**config.mk**
```make
export PLATFORM = sky130hd
export DESIGN_NAME = inode_block_allocator_core_flat
export DESIGN_NICKNAME = d
export VERILOG_FILES = /design/src/rtl/iba_pkg.sv /design/src/rtl/iba_if.sv /design/src/rtl/inode_block_allocator_core.sv /design/src/rtl/iba_bitmap.sv /design/src/flat_wrapper.sv
export VERILOG_INCLUDE_DIRS = /design/src /design/src/rtl
export SDC_FILE = /design/constraint.sdc
export NUM_CORES = 2
export LEC_CHECK = 0
export BUFFER_PORTS_ARGS = -buffer_cell sky130_fd_sc_hd__buf_2
export CORE_UTILIZATION = 50
export CTS_CLUSTER_SIZE = 25
export DETAILED_ROUTE_END_ITERATION = 16
export GPL_TIMING_DRIVEN = 0
export PLACE_DENSITY = 0.62
export SLEW_MARGIN = 20
export SYNTH_ARGS = -nofsm -noshare
export SYNTH_HDL_FRONTEND = slang
export SYNTH_SLANG_ARGS = --single-unit
```
**constraint.sdc**
```tcl
create_clock -name clk -period 14.3 [get_ports clk]
set_input_delay 1.43 -clock clk [delete_from_list [all_inputs] [get_ports clk]]
set_output_delay 1.43 -clock clk [all_outputs]
set_load 0.1 [all_outputs]
```
**src/rtl/inode_block_allocator_core_defines.svh**
```systemverilog
// ---------------------------------------------------------------------------
// Assertion macros for the inode block allocator
// Shared property forms; clk and rst_n are taken from the enclosing module.
// ---------------------------------------------------------------------------
`ifndef INODE_BLOCK_ALLOCATOR_CORE_DEFINES_SVH
`define INODE_BLOCK_ALLOCATOR_CORE_DEFINES_SVH

// Same-cycle implication, disabled in reset.
`define IBA_ASSERT_SAME(label, ante, cons, msg) \
    label: assert property (@(posedge clk) disable iff (!rst_n) (ante) |-> (cons)) \
        else $error(msg);

// Next-cycle implication, disabled in reset.
`define IBA_ASSERT_NEXT(label, ante, cons, msg) \
    label: assert property (@(posedge clk) disable iff (!rst_n) (ante) |=> (cons)) \
        else $error(msg);

`endif

```
**src/rtl/iba_pkg.sv**
```systemverilog
// ---------------------------------------------------------------------------
// iba_pkg
// Field widths, request and status codes, and shared types.
// ---------------------------------------------------------------------------
`default_nettype none

package iba_pkg;

    localparam int REQT_W     = 2;
    localparam int NAME_W     = 64;
    localparam int NAME_BYTES = 8;
    localparam int SIZE_W     = 4;
    localparam int IDX_W      = 4;
    localparam int STAT_W     = 3;
    localparam int DBLK_W     = 7;

    localparam logic [REQT_W-1:0] REQ_CREATE = 2'd0;
    localparam logic [REQT_W-1:0] REQ_DELETE = 2'd1;
    localparam logic [REQT_W-1:0] REQ_MAP    = 2'd2;
    localparam logic [REQT_W-1:0] REQ_NOP    = 2'd3;

    localparam logic [STAT_W-1:0] ST_OK       = 3'd0;
    localparam logic [STAT_W-1:0] ST_BADSIZE  = 3'd1;
    localparam logic [STAT_W-1:0] ST_NOSPACE  = 3'd2;
    localparam logic [STAT_W-1:0] ST_NOINODE  = 3'd3;
    localparam logic [STAT_W-1:0] ST_NOTFOUND = 3'd4;
    localparam logic [STAT_W-1:0] ST_RANGE    = 3'd5;

    // block map control and status
    typedef struct packed {
        logic wr_en;
        logic wr_val;
    } bm_ctrl_t;

    typedef struct packed {
        logic init_done;
        logic rd_bit;
    } bm_stat_t;

    // clear every byte from the first zero byte on
    function automatic logic [NAME_W-1:0] canon_name(input logic [NAME_W-1:0] n);
        logic [NAME_W-1:0] keep;
        logic              live;
        keep = '0;
        live = 1'b1;
        for (int b = 0; b < NAME_BYTES; b++)
        begin
            if (n[8*b +: 8] == 8'h00)
            begin
                live = 1'b0;
            end
            if (live)
            begin
                keep[8*b +: 8] = n[8*b +: 8];
            end
        end
        return keep;
    endfunction

endpackage

`default_nettype wire

```
**src/rtl/iba_if.sv**
```systemverilog
// ---------------------------------------------------------------------------
// iba request / response interfaces
// valid/ready channels carrying one request or one result per transaction.
// ---------------------------------------------------------------------------
`default_nettype none

interface iba_req_if import iba_pkg::*; ();
    logic              valid;
    logic              ready;
    logic [REQT_W-1:0] req_type;
    logic [NAME_W-1:0] file_name;
    logic [SIZE_W-1:0] size_blocks;
    logic [IDX_W-1:0]  block_index;

    modport source (output valid, output req_type, output file_name,
                    output size_blocks, output block_index, input ready);
    modport sink   (input valid, input req_type, input file_name,
                    input size_blocks, input block_index, output ready);
endinterface

interface iba_rsp_if import iba_pkg::*; ();
    logic              valid;
    logic              ready;
    logic [STAT_W-1:0] status;
    logic [DBLK_W-1:0] disk_block;

    modport source (output valid, output status, output disk_block, input ready);
    modport sink   (input valid, input status, input disk_block, output ready);
endinterface

`default_nettype wire

```
**src/rtl/inode_block_allocator_core.sv**
```systemverilog
// ---------------------------------------------------------------------------
// inode_block_allocator_core
// Small file table with a free-block map: create, delete and block mapping.
// ---------------------------------------------------------------------------
// One request transaction in gives exactly one result transaction out. After
// reset the block map is swept once, and no request is taken until the sweep
// finishes. Requests are then worked one at a time by a small sequencer
// around one name comparator and the map/table memory ports. A create takes
// longer the higher the index of the first free inode and of the last block
// it allocates; a delete or a map takes longer the higher the index of the
// matching inode, and a delete also grows with the file size; a failing
// lookup walks every entry. The next request can be taken in the cycle after
// the load of the result register. The block map read port reads one bit per
// cycle; it and the entry scan set how long a request takes.
// The result sits in an output register, so a new request is taken while
// the previous result waits for the sink.
// ---------------------------------------------------------------------------
`default_nettype none

`include "inode_block_allocator_core_defines.svh"

module inode_block_allocator_core import iba_pkg::*; #(
    parameter int NUM_BLOCKS      = 128,
    parameter int NUM_ENTRIES     = 16,
    parameter int MAX_FILE_BLOCKS = 8
) (
    input  wire logic  clk,
    input  wire logic  rst_n,
    iba_req_if.sink    req,
    iba_rsp_if.source  rsp
);

    localparam int BA_W = $clog2(NUM_BLOCKS);
    localparam int FC_W = $clog2(NUM_BLOCKS + 1);
    localparam int E_W  = $clog2(NUM_ENTRIES);
    localparam int PTR_DEPTH = NUM_ENTRIES * MAX_FILE_BLOCKS;
    localparam int PA_W = (PTR_DEPTH > 1) ? $clog2(PTR_DEPTH) : 1;
    localparam int PX_W = E_W + 5;
    localparam int SZC_W = SIZE_W + 1;

    // sequencer states
    localparam logic [3:0] S_IDLE   = 4'd0;
    localparam logic [3:0] S_CHECK  = 4'd1;  // create: size and space checks
    localparam logic [3:0] S_FINDE  = 4'd2;  // create: lowest free inode
    localparam logic [3:0] S_ALLOC  = 4'd3;  // create: walk map, take free blocks
    localparam logic [3:0] S_SCAN   = 4'd4;  // delete/map: name lookup
    localparam logic [3:0] S_FREE   = 4'd5;  // delete: release pointed blocks
    localparam logic [3:0] S_MAPRD  = 4'd6;  // map: read pointer
    localparam logic [3:0] S_MAPOUT = 4'd7;  // map: capture pointer
    localparam logic [3:0] S_DONE   = 4'd8;  // hand result to output register

    logic [3:0]            state_reg, state_next;
    logic [REQT_W-1:0]     rtype_reg, rtype_next;
    logic [NAME_W-1:0]     name_reg, name_next;
    logic [SIZE_W-1:0]     size_reg, size_next;
    logic [IDX_W-1:0]      idx_reg, idx_next;
    logic [E_W-1:0]        e_reg, e_next;
    logic [E_W-1:0]        erd_reg, erd_next;
    logic [E_W-1:0]        epend_reg, epend_next;
    logic                  pend_reg, pend_next;
    logic [BA_W-1:0]       b_reg, b_next;
    logic [BA_W-1:0]       bpend_reg, bpend_next;
    logic [SIZE_W-1:0]     i_reg, i_next;
    logic [STAT_W-1:0]     status_reg, status_next;
    logic [DBLK_W-1:0]     dblk_reg, dblk_next;
    logic [NUM_ENTRIES-1:0] used_reg, used_next;

    logic                  rsp_valid_reg, rsp_valid_next;
    logic [STAT_W-1:0]     rsp_status_reg;
    logic [DBLK_W-1:0]     rsp_dblk_reg;

    // file table memories
    logic [NAME_W-1:0]     name_mem [NUM_ENTRIES];
    logic [SIZE_W-1:0]     size_mem [NUM_ENTRIES];
    logic [BA_W-1:0]       ptr_mem  [PTR_DEPTH];
    logic [NAME_W-1:0]     name_rd_reg;
    logic [SIZE_W-1:0]     size_rd_reg;
    logic [BA_W-1:0]       ptr_rd_reg;

    logic                  entry_we;
    logic                  ptr_we;
    logic [SIZE_W-1:0]     col;
    logic [PX_W-1:0]       ptr_full;
    logic [PA_W-1:0]       ptr_addr;

    logic                  req_fire;
    logic                  rsp_load;
    logic                  name_hit;

    bm_ctrl_t              bm_ctrl;
    bm_stat_t              bm_stat;
    logic [BA_W-1:0]       bm_rd_addr;
    logic [BA_W-1:0]       bm_wr_addr;
    logic [FC_W-1:0]       free_cnt;

    iba_bitmap #(
        .NUM_BLOCKS (NUM_BLOCKS)
    ) u_bitmap (
        .clk      (clk),
        .rst_n    (rst_n),
        .ctrl     (bm_ctrl),
        .rd_addr  (bm_rd_addr),
        .wr_addr  (bm_wr_addr),
        .stat     (bm_stat),
        .free_cnt (free_cnt)
    );

    assign req.ready = (state_reg == S_IDLE) && bm_stat.init_done;
    assign req_fire  = req.valid && req.ready;
    assign rsp_load  = (state_reg == S_DONE) && (!rsp_valid_reg || rsp.ready);

    // pointer slot: entry row times row length plus column
    assign col      = (state_reg == S_MAPRD) ? idx_reg : i_reg;
    assign ptr_full = PX_W'(e_reg) * PX_W'(MAX_FILE_BLOCKS) + PX_W'(col);
    assign ptr_addr = ptr_full[PA_W-1:0];

    // the one comparator: stored name of the pending scan slot vs request
    assign name_hit = pend_reg && used_reg[epend_reg] && (name_rd_reg == name_reg);

    always_comb
    begin
        state_next  = state_reg;
        rtype_next  = rtype_reg;
        name_next   = name_reg;
        size_next   = size_reg;
        idx_next    = idx_reg;
        e_next      = e_reg;
        erd_next    = erd_reg;
        epend_next  = epend_reg;
        pend_next   = pend_reg;
        b_next      = b_reg;
        bpend_next  = bpend_reg;
        i_next      = i_reg;
        status_next = status_reg;
        dblk_next   = dblk_reg;
        used_next   = used_reg;
        entry_we    = 1'b0;
        ptr_we      = 1'b0;
        bm_ctrl     = '0;
        bm_rd_addr  = b_reg;
        bm_wr_addr  = (state_reg == S_FREE) ? ptr_rd_reg : bpend_reg;

        unique case (state_reg)
            S_IDLE:
            begin
                if (req_fire)
                begin
                    rtype_next  = req.req_type;
                    name_next   = canon_name(req.file_name);
                    size_next   = req.size_blocks;
                    idx_next    = req.block_index;
                    status_next = ST_OK;
                    dblk_next   = '0;
                    e_next      = '0;
                    erd_next    = '0;
                    pend_next   = 1'b0;
                    unique case (req.req_type)
                        REQ_CREATE: state_next = S_CHECK;
                        REQ_DELETE: state_next = S_SCAN;
                        REQ_MAP:    state_next = S_SCAN;
                        REQ_NOP:    state_next = S_DONE;
                    endcase
                end
            end

            S_CHECK:
            begin
                priority if (SZC_W'(size_reg) > SZC_W'(MAX_FILE_BLOCKS))
                begin
                    status_next = ST_BADSIZE;
                    state_next  = S_DONE;
                end
                else if (free_cnt < FC_W'(size_reg))
                begin
                    status_next = ST_NOSPACE;
                    state_next  = S_DONE;
                end
                else
                begin
                    state_next = S_FINDE;
                end
            end

            S_FINDE:
            begin
                priority if (!used_reg[e_reg])
                begin
                    // claim inode now; blocks follow
                    entry_we         = 1'b1;
                    used_next[e_reg] = 1'b1;
                    b_next           = '0;
                    pend_next        = 1'b0;
                    i_next           = '0;
                    state_next       = (size_reg == '0) ? S_DONE : S_ALLOC;
                end
                else if (e_reg == E_W'(NUM_ENTRIES - 1))
                begin
                    status_next = ST_NOINODE;
                    state_next  = S_DONE;
                end
                else
                begin
                    e_next = e_reg + 1'b1;
                end
            end

            S_ALLOC:
            begin
                // read one map bit per cycle; its data returns in the next cycle
                b_next     = b_reg + 1'b1;
                bpend_next = b_reg;
                pend_next  = 1'b1;
                if (pend_reg && !bm_stat.rd_bit)
                begin
                    bm_ctrl.wr_en  = 1'b1;
                    bm_ctrl.wr_val = 1'b1;
                    ptr_we         = 1'b1;
                    i_next         = i_reg + 1'b1;
                    if (i_reg == size_reg - SIZE_W'(1))
                    begin
                        state_next = S_DONE;
                    end
                end
            end

            S_SCAN:
            begin
                erd_next   = erd_reg + 1'b1;
                epend_next = erd_reg;
                pend_next  = 1'b1;
                priority if (name_hit)
                begin
                    e_next    = epend_reg;
                    size_next = size_rd_reg;
                    i_next    = '0;
                    pend_next = 1'b0;
                    if (rtype_reg == REQ_DELETE)
                    begin
                        state_next = S_FREE;
                    end
                    else if (idx_reg >= size_rd_reg)
                    begin
                        status_next = ST_RANGE;
                        state_next  = S_DONE;
                    end
                    else
                    begin
                        state_next = S_MAPRD;
                    end
                end
                else if (pend_reg && (epend_reg == E_W'(NUM_ENTRIES - 1)))
                begin
                    status_next = ST_NOTFOUND;
                    state_next  = S_DONE;
                end
                else
                begin
                    state_next = S_SCAN;
                end
            end

            S_FREE:
            begin
                // pointer read at i, clear of its map bit in the cycle after
                if (i_reg < size_reg)
                begin
                    i_next    = i_reg + 1'b1;
                    pend_next = 1'b1;
                end
                else
                begin
                    pend_next = 1'b0;
                end
                if (pend_reg)
                begin
                    bm_ctrl.wr_en  = 1'b1;
                    bm_ctrl.wr_val = 1'b0;
                end
                if ((i_reg == size_reg) && !pend_reg)
                begin
                    used_next[e_reg] = 1'b0;
                    state_next       = S_DONE;
                end
            end

            S_MAPRD:
            begin
                state_next = S_MAPOUT;
            end

            S_MAPOUT:
            begin
                dblk_next  = DBLK_W'(ptr_rd_reg);
                state_next = S_DONE;
            end

            S_DONE:
            begin
                if (rsp_load)
                begin
                    state_next = S_IDLE;
                end
            end

            default:
            begin
                state_next = S_IDLE;
            end
        endcase
    end

    always_comb
    begin
        rsp_valid_next = rsp_valid_reg;
        priority if (rsp_load)
        begin
            rsp_valid_next = 1'b1;
        end
        else if (rsp.ready)
        begin
            rsp_valid_next = 1'b0;
        end
    end

    // file table memories, registered reads
    always_ff @(posedge clk)
    begin
        if (entry_we)
        begin
            name_mem[e_reg] <= name_reg;
            size_mem[e_reg] <= size_reg;
        end
        if (ptr_we)
        begin
            ptr_mem[ptr_addr] <= bpend_reg;
        end
        name_rd_reg <= name_mem[erd_reg];
        size_rd_reg <= size_mem[erd_reg];
        ptr_rd_reg  <= ptr_mem[ptr_addr];
    end

    // payload registers
    always_ff @(posedge clk)
    begin
        rtype_reg  <= rtype_next;
        name_reg   <= name_next;
        size_reg   <= size_next;
        idx_reg    <= idx_next;
        e_reg      <= e_next;
        erd_reg    <= erd_next;
        epend_reg  <= epend_next;
        b_reg      <= b_next;
        bpend_reg  <= bpend_next;
        i_reg      <= i_next;
        status_reg <= status_next;
        dblk_reg   <= dblk_next;
        if (rsp_load)
        begin
            rsp_status_reg <= status_reg;
            rsp_dblk_reg   <= dblk_reg;
        end
    end

    // control registers
    always_ff @(posedge clk or negedge rst_n)
    begin
        if (!rst_n)
        begin
            state_reg     <= S_IDLE;
            pend_reg      <= 1'b0;
            used_reg      <= '0;
            rsp_valid_reg <= 1'b0;
        end
        else
        begin
            state_reg     <= state_next;
            pend_reg      <= pend_next;
            used_reg      <= used_next;
            rsp_valid_reg <= rsp_valid_next;
        end
    end

    assign rsp.valid      = rsp_valid_reg;
    assign rsp.status     = rsp_status_reg;
    assign rsp.disk_block = rsp_dblk_reg;

    // ---------------------------------------------------------------------
    // Assertions
    // ---------------------------------------------------------------------
    // sequencer drops ready as soon as a request transaction is taken
    `IBA_ASSERT_NEXT(a_busy_after_req, req_fire, !req.ready, "ready held after request")
    // a result only appears out of the handoff state
    `IBA_ASSERT_SAME(a_rsp_from_done, $rose(rsp.valid), $past(state_reg == S_DONE), "stray result")
    // double free or double allocation would push the count out of range
    `IBA_ASSERT_SAME(a_free_bound, bm_stat.init_done, free_cnt <= FC_W'(NUM_BLOCKS - 1), "free count overflow")
    // a block number comes back only with a good status
    `IBA_ASSERT_SAME(a_dblk_ok, rsp.valid && (rsp.disk_block != '0), rsp.status == ST_OK, "block with error")

endmodule

`default_nettype wire

```
**src/rtl/iba_bitmap.sv**
```systemverilog
// ---------------------------------------------------------------------------
// iba_bitmap
// Disk block used-bit map: one-bit memory, clearing sweep after reset,
// registered read, one write port and a running free-block count.
// ---------------------------------------------------------------------------
`default_nettype none

module iba_bitmap import iba_pkg::*; #(
    parameter int NUM_BLOCKS = 128
) (
    input  wire logic                              clk,
    input  wire logic                              rst_n,
    input  wire bm_ctrl_t                          ctrl,
    input  wire logic [$clog2(NUM_BLOCKS)-1:0]     rd_addr,
    input  wire logic [$clog2(NUM_BLOCKS)-1:0]     wr_addr,
    output bm_stat_t                               stat,
    output logic [$clog2(NUM_BLOCKS+1)-1:0]        free_cnt
);

    localparam int BA_W = $clog2(NUM_BLOCKS);
    localparam int FC_W = $clog2(NUM_BLOCKS + 1);

    logic            map_mem [NUM_BLOCKS];
    logic            rd_bit_reg;
    logic            init_done_reg;
    logic [BA_W-1:0] clr_addr_reg;
    logic [FC_W-1:0] free_cnt_reg;

    // sweep: block 0 holds metadata and starts used
    always_ff @(posedge clk)
    begin
        if (!init_done_reg)
        begin
            map_mem[clr_addr_reg] <= (clr_addr_reg == '0);
        end
        else if (ctrl.wr_en)
        begin
            map_mem[wr_addr] <= ctrl.wr_val;
        end
        rd_bit_reg <= map_mem[rd_addr];
    end

    always_ff @(posedge clk or negedge rst_n)
    begin
        if (!rst_n)
        begin
            init_done_reg <= 1'b0;
            clr_addr_reg  <= '0;
            free_cnt_reg  <= FC_W'(NUM_BLOCKS - 1);
        end
        else
        begin
            if (!init_done_reg)
            begin
                clr_addr_reg <= clr_addr_reg + 1'b1;
                if (clr_addr_reg == BA_W'(NUM_BLOCKS - 1))
                begin
                    init_done_reg <= 1'b1;
                end
            end
            else if (ctrl.wr_en)
            begin
                free_cnt_reg <= ctrl.wr_val ? free_cnt_reg - 1'b1 : free_cnt_reg + 1'b1;
            end
        end
    end

    assign stat.init_done = init_done_reg;
    assign stat.rd_bit    = rd_bit_reg;
    assign free_cnt       = free_cnt_reg;

endmodule

`default_nettype wire

```
**src/flat_wrapper.sv**
```systemverilog
// flat-port wrapper written by rule: the top's interface ports become plain ports
module inode_block_allocator_core_flat import iba_pkg::*;
#(
    parameter int NUM_BLOCKS      = 128,
    parameter int NUM_ENTRIES     = 16,
    parameter int MAX_FILE_BLOCKS = 8
)
  (clk, rst_n, req_valid, req_req_type, req_file_name, req_size_blocks, req_block_index, req_ready, rsp_valid, rsp_status, rsp_disk_block, rsp_ready);
  iba_req_if req_i ();
  iba_rsp_if rsp_i ();
  input  wire logic clk;
  input  wire logic rst_n;
  input wire logic [$bits(req_i.valid)-1:0] req_valid;
  input wire logic [$bits(req_i.req_type)-1:0] req_req_type;
  input wire logic [$bits(req_i.file_name)-1:0] req_file_name;
  input wire logic [$bits(req_i.size_blocks)-1:0] req_size_blocks;
  input wire logic [$bits(req_i.block_index)-1:0] req_block_index;
  output wire logic [$bits(req_i.ready)-1:0] req_ready;
  output wire logic [$bits(rsp_i.valid)-1:0] rsp_valid;
  output wire logic [$bits(rsp_i.status)-1:0] rsp_status;
  output wire logic [$bits(rsp_i.disk_block)-1:0] rsp_disk_block;
  input wire logic [$bits(rsp_i.ready)-1:0] rsp_ready;
  assign req_i.valid = req_valid;
  assign req_i.req_type = req_req_type;
  assign req_i.file_name = req_file_name;
  assign req_i.size_blocks = req_size_blocks;
  assign req_i.block_index = req_block_index;
  assign req_ready = req_i.ready;
  assign rsp_valid = rsp_i.valid;
  assign rsp_status = rsp_i.status;
  assign rsp_disk_block = rsp_i.disk_block;
  assign rsp_i.ready = rsp_ready;
  inode_block_allocator_core #(.NUM_BLOCKS(NUM_BLOCKS), .NUM_ENTRIES(NUM_ENTRIES), .MAX_FILE_BLOCKS(MAX_FILE_BLOCKS)) u_core (.clk(clk), .rst_n(rst_n), .req(req_i), .rsp(rsp_i));
endmodule
```
==> reports/metrics.yaml <==
die:
  die-width_microns: 425
  start_util_pct: 50.6
  fp.dieH_microns: 425
  num_rows: 154
  ios: 90
  fp.dieArea_sq_mm: 0.181
  coreArea_sq_mm: 0.177
pwr:
  p_comb_share_pct: 19.0
  p_clk_share_pct: 34.6
  leakage_uw: 0.0323
  p_int_uw: 11900
  p_sw_uw: 4960
  p_sw_share_pct: 29.4
  ir_drop_mv: 0.130
  p_per_area_mw_per_mm2: 165
  p_seq_share_pct: 46.4
placed_design:
  place_area_sq_mm: 0.0954
  numPortBuffers: 89
  place.gp.congestion: 0.954
  dp_hpwl_mm: 168
  pre_cts_ws_ns: 8.51
synthesis:
  synth_mux_area_share_pct: 10.1
  synth_top_flop_cell: "edfxtp_1"
  syn_inst: 4540
  synth_top_family_by_area: "multiplexers"
  synth_adder_area_share_pct: 0.456
  netlist_area_sq_mm: 0.0895
  syn_avg_cell_area_sq_um: 19.7
  ys_warn_count: 0
  synthXorXnorAreaFrac_pct: 0.832
  ys_ff_latch: 2350
  ys_types: 82
  yosysSeqAreaShare_pct: 77.8
  postSynth.asyncResetShare_pct: 1.62
  synth-compound-area-share_pct: 5.26
  synth_edf_count: 2236
  synth-simple-area-share_pct: 4.11
  syn_nets: 4650
routing:
  ant_nets: 0
  firstDrtPassIters: 7
  dr_total_vias: 49300
  detail_route.iter0.violations: 7785
  routedWlPerCell_microns: 34.4
  wl_mm: 261
  vias_per_cell: 6.50
  drc: 0
run:
  drv_cap: 0
sta:
  maxSlewViolCount: 0
  holdWs_ns: 0.433
  slew_headroom_pct: 8.98
  finalHoldViolCount: 0
  fmax_mhz: 160
  setup_viol: 0
  rsz0062_at_grt: "no"
  finClkSkew_ns: 0.0496
  period_needed_ns: 6.24
  worstMarginPinSlew_ns: 1.36
  setup_ws_ns: 8.06
  timing.final.crit_share_pct: 43.6
cells_and_area:
  top_regs: "u_core.name_mem: 1024 flops, u_core.ptr_mem: 896 flops, u_core.u_bitmap.map_mem: 128 flops"
  drive_above_1_share_pct: 22.2
  fin_util_pct: 58.0
  largest_reg_flops: 1024
  largest-register: "u_core.name_mem"
  final_nets: 5145
  fillers: 13000
  syn_to_final_growth_pct: 14.7
  fin_area_sq_mm: 0.103
global_route:
  grt_max_degree: 75
  grt_pass1_wl_mm: 365
  gr-total-overflow: 0
  grt_pass1_vias: 48200
  grt_usage_pct: 28.9
  grt_antenna_before_repair: 7
clock_network:
  cts-root-buf: "clkbuf_16"
  clock-sinks: 2350
  clkLatencyLatePin_ns: 0.88
  postCtsSetupRepairBufs: 0
  htreeDepth: 4
  cts_tree: "done"
  cts_resized: 0
  clk_pin_slew_ns: 0.06
  cts_made_buffers: 229
  cts_hold_buf: 0
  clk_path_buf_depth: 3
worst_setup_path:
  crit_required_ns: 14.79
  crit_fanout: 10
  crit_cells: 10
  r2r_start: "u_core.state_reg[3]"
  rrSetupSlack_ns: 8.06
  worst-path-buf-inv: 6
  worstPathArrival_ns: 6.73
  end_kind: "register"
  r2r-end: "u_core.ptr_mem[70][5]"
  crit_slowest_cell: "mux2i_2"
  crit_type: "reg -> reg"
  cpPeakStageDelay_ns: 0.83
  crit_chain: "nand4bb_1 -> buf_6 -> mux2i_2 -> buf_2 -> buf_2 -> buf_2 -> buf_2 -> nand2_1 -> buf_2 -> nor2_1"
  reg2reg_depth: 10
  cp_common_cell: "buf_2"
  cpLargestDelayFamily: "buffers and inverters"
  critical_path.startpoint_type: "register"
min_path:
  min_from: "u_core.dblk_reg[4]"
  hold_depth: 0
  hp-class: "reg -> reg"
  worstHoldEndpoint: "u_core.rsp.disk_block[4]"
status:
  status: "completed"
## cells in the mapped netlist (all sizes together), types with 25 or more instances
master	n	share of area, %
mux4	394	9.9
and2	61	0.43
dfrtp	31	0.87
a222oi	59	0.66
a22o	100	0.98
a22oi	138	1.2
nand3	89	0.50
inv	35	0.15
a221oi	100	1.0
a31oi	37	0.26
o21ai	41	0.24
xor2	40	0.39
edfxtp	2236	75
nor2	308	1.3
xnor2	45	0.44
a21oi	69	0.39
nor2b	30	0.21
dfxtp	76	1.7
buf	127	0.70
nor4	25	0.17
clkbuf	126	0.53
ha	31	0.43
nand4	65	0.45
nand2	106	0.44
## routing by layer
metal  vias to the layer above  global-route usage, %  share of wire, %
met2                      3072                   44.5                46
met5                         -                      0            0.0035
met3                       555                   6.60                11
met1                     25800                   40.6                39
met4                         2                   10.8               4.2
li1                      19800                      -                 -
## power groups by stage
stage	Combinational [uW]	Clock (uW)	Sequential, uW
after detailed placement	3070	0	7970
after global routing	3240	6150	7840
after floorplan	1550	0	8000
after global placement	2910	0	8060
final	3210	5850	7830
after CTS	3090	5900	7830
## area by class of cell
class | instances | area [sq um] | share of cell area, %
Clock inverter | 116 | 1010 | 0.980
Clock buffer | 314 | 6200 | 6.04
Buffer | 253 | 1160 | 1.13
Inverter | 36 | 140 | 0.137
Timing Repair Buffer | 264 | 2830 | 2.75
Multi-Input combinational cell | 1901 | 18700 | 18.3
Tap cell | 2340 | 2930 | 2.85
Sequential cell | 2350 | 69600 | 67.8
Antenna cell | 3 | 7.51 | 0.00731
## worst max path at each step
stage,startpoint,to,slack [ns]
2_1_floorplan,u_core.e_reg[0],u_core.name_mem[0][0],5.48
3_3_place_gp,u_core.e_reg[0],u_core.name_mem[8][19],-4.30
3_5_place_dp,u_core.state_reg[3],u_core.ptr_mem[70][2],8.51
4_1_cts,u_core.state_reg[3],u_core.ptr_mem[70][2],8.48
5_1_grt,u_core.state_reg[3],u_core.ptr_mem[86][2],8.30
6_report,u_core.state_reg[3],u_core.ptr_mem[70][5],8.06
## layout by cell type, fill, tap and decap left out, types with 37 or more instances in the layout
master     instances
edfxtp_1        2236
mux4_2           394
nor2_1           295
clkbuf_16        232
buf_2            202
clkbuf_1         171
a22oi_1          138
nand2_1          106
a22o_1           100
a221oi_1          97
nand3_1           89
dfxtp_1           76
a21oi_1           67
nand4_1           65
and2_1            61
buf_4             61
a222oi_1          59
clkinv_1          51
xnor2_1           44
xor2_1            40
a31oi_1           37
## logic make-up (layout without fill, tap and decap cells)
group	Yosys count	in the layout
flip-flops	2350	2350
AND/OR/NAND/NOR	766	766
AO/OA/AOI/OAI	607	607
multiplexers	411	411
buffers and inverters	289	983
XOR/XNOR	85	85
adder cells (fa/ha/maj)	32	32
other	0	3
## metrics by stage
| stage | setup TNS (ns) | std cells | power, uW |
|---|---|---|---|
| global placement | -662.40 | 6969 | 11000 |
| floorplan | 0 | 4540 | 9550 |
| CTS | 0 | 7574 | 16800 |
| detailed placement | 0 | 7144 | 11000 |
| finish | 0 | 7577 | 16900 |
| global route | 0 | 7574 | 17200 |
(Power assumes the default switching activity.)
